`config.mk`:
```
export PLATFORM = sky130hd
export DESIGN_NAME = mls_ctrl
export DESIGN_NICKNAME = d
export VERILOG_FILES = /design/src/mls_pkg.sv /design/src/mls_ctrl.sv
export SDC_FILE = /design/constraint.sdc
export NUM_CORES = 1
export LEC_CHECK = 0
export ABC_AREA = 1
export BUFFER_PORTS_ARGS = -buffer_cell sky130_fd_sc_hd__clkbuf_2
export CELL_PAD_IN_SITES_DETAIL_PLACEMENT = 0
export CELL_PAD_IN_SITES_GLOBAL_PLACEMENT = 2
export CORE_ASPECT_RATIO = 1.75
export CORE_UTILIZATION = 32
export DETAILED_ROUTE_END_ITERATION = 8
export GPL_TIMING_DRIVEN = 0
export PLACE_DENSITY = 0.93
export SLEW_MARGIN = 10
export SYNTH_ARGS = -nofsm -noshare
export SYNTH_HDL_FRONTEND = slang
export SYNTH_SLANG_ARGS = --single-unit
```
`constraint.sdc`:
```
create_clock -name vclk -period 11.1
set_input_delay 1.11 -clock vclk [all_inputs]
set_output_delay 1.11 -clock vclk [all_outputs]
set_load 0.01 [all_outputs]
```
`src/mls_pkg.sv`:
```
// ============================================================================
// mls_pkg: shared types for the marked LIFO stack
// Operation and status codes, and the control bundle that the decode logic
// hands to the top level.
// ============================================================================
`default_nettype none

package mls_pkg;

    // Operation codes carried by each input item.
    typedef enum logic [2:0] {
        OP_PUSH    = 3'd0,
        OP_POP     = 3'd1,
        OP_PEEK    = 3'd2,
        OP_READ_AT = 3'd3,
        OP_WRITE_AT = 3'd4,
        OP_CLEAR   = 3'd5,
        OP_CUT     = 3'd6,
        OP_RESERVE = 3'd7
    } op_t;

    // Result status codes.
    typedef enum logic [1:0] {
        ST_OK       = 2'd0,
        ST_OVERFLOW = 2'd1,
        ST_UNDERFLOW = 2'd2,
        ST_RANGE    = 2'd3
    } status_t;

    // Decode result for one operation.
    typedef struct packed {
        logic    wr_en;
        logic    rd_en;
        logic    is_empty;
        logic    is_full;
        status_t status;
    } ctl_t;

    // Fixed field widths of the result.
    localparam int unsigned IDX_W = 9;

endpackage

`default_nettype wire

```
`src/mls_ctrl.sv`:
```
// ============================================================================
// mls_ctrl: operation decode for the marked LIFO stack
// Checks bounds, picks the store address, and computes the next fill level
// and flags for one operation against the current state.
// ============================================================================
`default_nettype none

module mls_ctrl #(
    parameter int unsigned DEPTH = 256
) (
    input  wire logic [2:0]                   operation,
    input  wire logic [7:0]                   mark,
    input  wire logic [8:0]                   offset,
    input  wire logic [8:0]                   slot_count,
    input  wire logic [8:0]                   capacity,
    input  wire logic [$clog2(DEPTH+1)-1:0]   fill_level,
    output logic [$clog2(DEPTH+1)-1:0]        fill_next,
    output logic [$clog2(DEPTH)-1:0]          addr,
    output mls_pkg::ctl_t                     ctl
);
    import mls_pkg::*;

    localparam int unsigned FILL_W = $clog2(DEPTH + 1);
    localparam int unsigned ADDR_W = $clog2(DEPTH);
    localparam int unsigned CW     = ((FILL_W > 9) ? FILL_W : 9) + 1;

    logic [CW-1:0] fill_w;
    logic [CW-1:0] fill_nx_w;
    logic [CW-1:0] cap_raw;
    logic [CW-1:0] cap_w;
    logic [CW-1:0] mark_w;
    logic [CW-1:0] pos_w;
    logic [CW-1:0] fill_m1;
    logic [CW-1:0] reserve_sum;
    logic [9:0]    pos10;
    logic          pos_ok;
    status_t       status;
    logic          wr_en;
    logic          rd_en;

    // Widen operands and clamp the capacity to the range one to DEPTH.
    always_comb
    begin
        fill_w      = CW'(fill_level);
        mark_w      = CW'(mark);
        cap_raw     = CW'(capacity);
        fill_m1     = fill_w - CW'(1);
        reserve_sum = fill_w + CW'(slot_count);
        if (cap_raw == '0)
        begin
            cap_w = CW'(1);
        end
        else if (cap_raw > CW'(DEPTH))
        begin
            cap_w = CW'(DEPTH);
        end
        else
        begin
            cap_w = cap_raw;
        end
    end

    // Position for read at and write at: mark and mark plus offset must both
    // lie in the filled part, and the sum must not be negative.
    always_comb
    begin
        pos10  = {2'b00, mark} + {offset[8], offset};
        pos_w  = CW'(pos10[8:0]);
        pos_ok = (mark_w < fill_w) && !pos10[9] && (pos_w < fill_w);
    end

    // Per-operation decode.
    always_comb
    begin
        fill_nx_w = fill_w;
        addr      = '0;
        status    = ST_OK;
        wr_en     = 1'b0;
        rd_en     = 1'b0;
        case (op_t'(operation))
            OP_PUSH:
            begin
                if (fill_w >= cap_w)
                begin
                    status = ST_OVERFLOW;
                end
                else
                begin
                    wr_en     = 1'b1;
                    addr      = fill_w[ADDR_W-1:0];
                    fill_nx_w = fill_w + CW'(1);
                end
            end
            OP_POP:
            begin
                if (fill_w == '0)
                begin
                    status = ST_UNDERFLOW;
                end
                else
                begin
                    rd_en     = 1'b1;
                    addr      = fill_m1[ADDR_W-1:0];
                    fill_nx_w = fill_m1;
                end
            end
            OP_PEEK:
            begin
                if (fill_w == '0)
                begin
                    status = ST_UNDERFLOW;
                end
                else
                begin
                    rd_en = 1'b1;
                    addr  = fill_m1[ADDR_W-1:0];
                end
            end
            OP_READ_AT:
            begin
                if (pos_ok)
                begin
                    rd_en = 1'b1;
                    addr  = pos_w[ADDR_W-1:0];
                end
                else
                begin
                    status = ST_RANGE;
                end
            end
            OP_WRITE_AT:
            begin
                if (pos_ok)
                begin
                    wr_en = 1'b1;
                    addr  = pos_w[ADDR_W-1:0];
                end
                else
                begin
                    status = ST_RANGE;
                end
            end
            OP_CLEAR:
            begin
                fill_nx_w = '0;
            end
            OP_CUT:
            begin
                if (mark_w < fill_w)
                begin
                    fill_nx_w = mark_w;
                end
                else
                begin
                    status = ST_RANGE;
                end
            end
            OP_RESERVE:
            begin
                if ((slot_count != '0) && (reserve_sum > cap_w))
                begin
                    status = ST_OVERFLOW;
                end
                else
                begin
                    fill_nx_w = reserve_sum;
                end
            end
            default:
            begin
                status = ST_OK;
            end
        endcase
    end

    // Outputs and flags after the operation.
    assign fill_next    = fill_nx_w[FILL_W-1:0];
    assign ctl.wr_en    = wr_en;
    assign ctl.rd_en    = rd_en;
    assign ctl.status   = status;
    assign ctl.is_empty = (fill_nx_w == '0);
    assign ctl.is_full  = (fill_nx_w >= cap_w);

endmodule

`default_nettype wire

```
==> results.tsv <==
metric	value	unit
outcome	complete, no violations	
starting density of the core	32.8	%
slowest CP cell	fa_1	
Vias/cell	5.22	
sequential element share of the synthesized area	0	%
Gate Count Post-Synth	507	
clk_buf instances	0	
xor/xnor share of the synthesized area	6.53	%
Critical Path Max Stage Delay	430	ps
final WL	10800	um
Synth area leaders	ha_1 25%, nand2_1 15%, inv_1 8.4%, nand3_1 6.0%, a21oi_1 5.5%	
post-route ant nets	0	
Worst Hold Launch	operation[0]	
Max Clk Rate	144	MHz
diodes inserted	0	
Hold-fix buffers, CTS	0	
Area Overhead vs Synth	16.1	%
Adder-Cell Fraction of Synth Area	26.4	%
critical path arrival	5840	ps
mean area per synthesized cell	6.09	um2
drt drc	0	
PwrDens	58.9	nW/um2
max-cap violations	0	
final core occ	38.1	%
Rel. slew slack	60.8	%
CP most frequent cell	nand2_1	
multiplexer area fraction after synthesis	0	%
min cycle time layout	6950	ps
first-pass GRT wire length	17400	um
post-CTS setup buffers	0	
worst min path class	in -> out	
syn_nets	618	
routability cong.	0.865	
area leader, netlist	ha_1	
launch point of the worst path	fill_level[0]	
fin area	3580	um2
CP Class	in -> out	
global route total overflow	0	
top cell type's share of synthesized area	25.1	%
DRT Pass-1 Iters	4	
Placed Area	3580	um2
largest net degree at the start of global routing	12	
Iter 0 DRT Violations	99	
IO Pins	70	
seq_cells	0	
initial antenna violation count	0	
Max IR drop VDD	0.0243	mV
most common cell in the netlist	nand2_1	
port bufs	69	
crit path launch type	primary input	
vias in the first global route	3668	
Final nets	689	
vias	3644	
Ys Warns	0	
final setup vio count	0	
die height	132	um
Final HPWL DP	9560	um
RSZ-0062 raised after global routing	no	
worst-path fanout max	10	
Hold Path Sink	ctl[4]	
Core Region	9410	um2
Final Cycle Share	62.6	%
Fill cells	1101	
final setup TNS	0	ps
Hold Vio Cnt, Final	0	
FP Rows	47	
static leakage	1.94	nW
largest family of logic cells by synthesized area	simple AND/OR/NAND/NOR gates	
top cells by count, synth	125 x nand2_1, 69 x inv_1, 62 x ha_1	
Hold Crit Depth	5	
Tot GR Track Use	21.5	%
share of cells above drive strength 1	20.7	%
Die Wd	76.2	um
Routed wire per std cell	15.5	um
PostCTS Resize Cnt	0	
cell area after synthesis	3090	um2
Critical Path RT	9990	ps
Simple-Gate Fraction of Synth Area	37.4	%
register area	0	um2
Compound-Gate Fraction of Synth Area	18.4	%
synth unique cells	46	
Final Max Tran Viols	0	
full die area	10100	um2
Worst Setup End Kind	primary output	
Worst Tran Pin Value	585	ps
## layout by cell type (no fill, tap or decap), types with 8 or more instances in the layout
master and n:
a21oi_1 34, o21ai_0 16, ha_1 62, nand3_1 37, nor2_1 27, nor2_2 8
clkbuf_2 69, nand4_1 10, xor2_1 18, o211ai_1 13, nand2_1 125, inv_1 69
## logic make-up after synthesis
logic type	Yosys count
buf+inv	86
fa+ha+maj	64
xor+xnor	23
compound gates	91
simple gates	243
## layer usage
metal  vias up  wire [um]  global-route usage [%]
li1       1859          -                       -
met1      1648       3760                    19.9
met2       103       6140                    45.6
met3        34        329                   0.554
met4         0        614                    11.3
met5         -          0                       0
## layout make-up
class                      instances  area, um2  area share (%)
buffer                             6       42.5            1.19
inverter                          80        304            8.48
multi-input combinational        421       2740            76.4
tap                              122        153            4.26
timing repair buffer              69        345            9.63
## stage by stage
| stage | cells | total power (W) | setup slack, ps | hold slack, ps |
|---|---|---|---|---|
| global route | 698 | 0.000239 | 3650 | 2820 |
| global placement | 698 | 0.000208 | 4220 | 2780 |
| finish | 698 | 0.000211 | 4150 | 2780 |
| CTS | 698 | 0.000212 | 4130 | 2780 |
| floorplan | 507 | 0.000144 | 5170 | 2390 |
| detailed placement | 698 | 0.000211 | 4130 | 2780 |
## how the worst max path moves through the flow
stage                   to  slack [ps]  depth (start not counted)
global placement    ctl[2]        4220                         38
CTS                 ctl[2]        4130                         38
global route        ctl[2]        3650                         37
detailed placement  ctl[2]        4130                         38
finish              ctl[2]        4150                         38
floorplan           ctl[2]        5170                         36
## critical path: cells and delay by family
family	cells	cell delay (ps)
AOI/OAI and AO/OA	6	940
xor gates and xnor gates	1	400
adders and majority gates	4	1300
buffers and inverters	7	660
and+or+nand+nor	20	1420
## power by group
| part | switching, W | total (W) | internal, W |
|---|---|---|---|
| logic | 0.000134 | 0.000211 | 0.0000771 |
| registers | 0 | 0 | 0 |
| clock network | 0 | 0 | 0 |
| total | 0.000134 | 0.000211 | 0.0000771 |
Note: power is estimated with default switching activity, not from simulation.
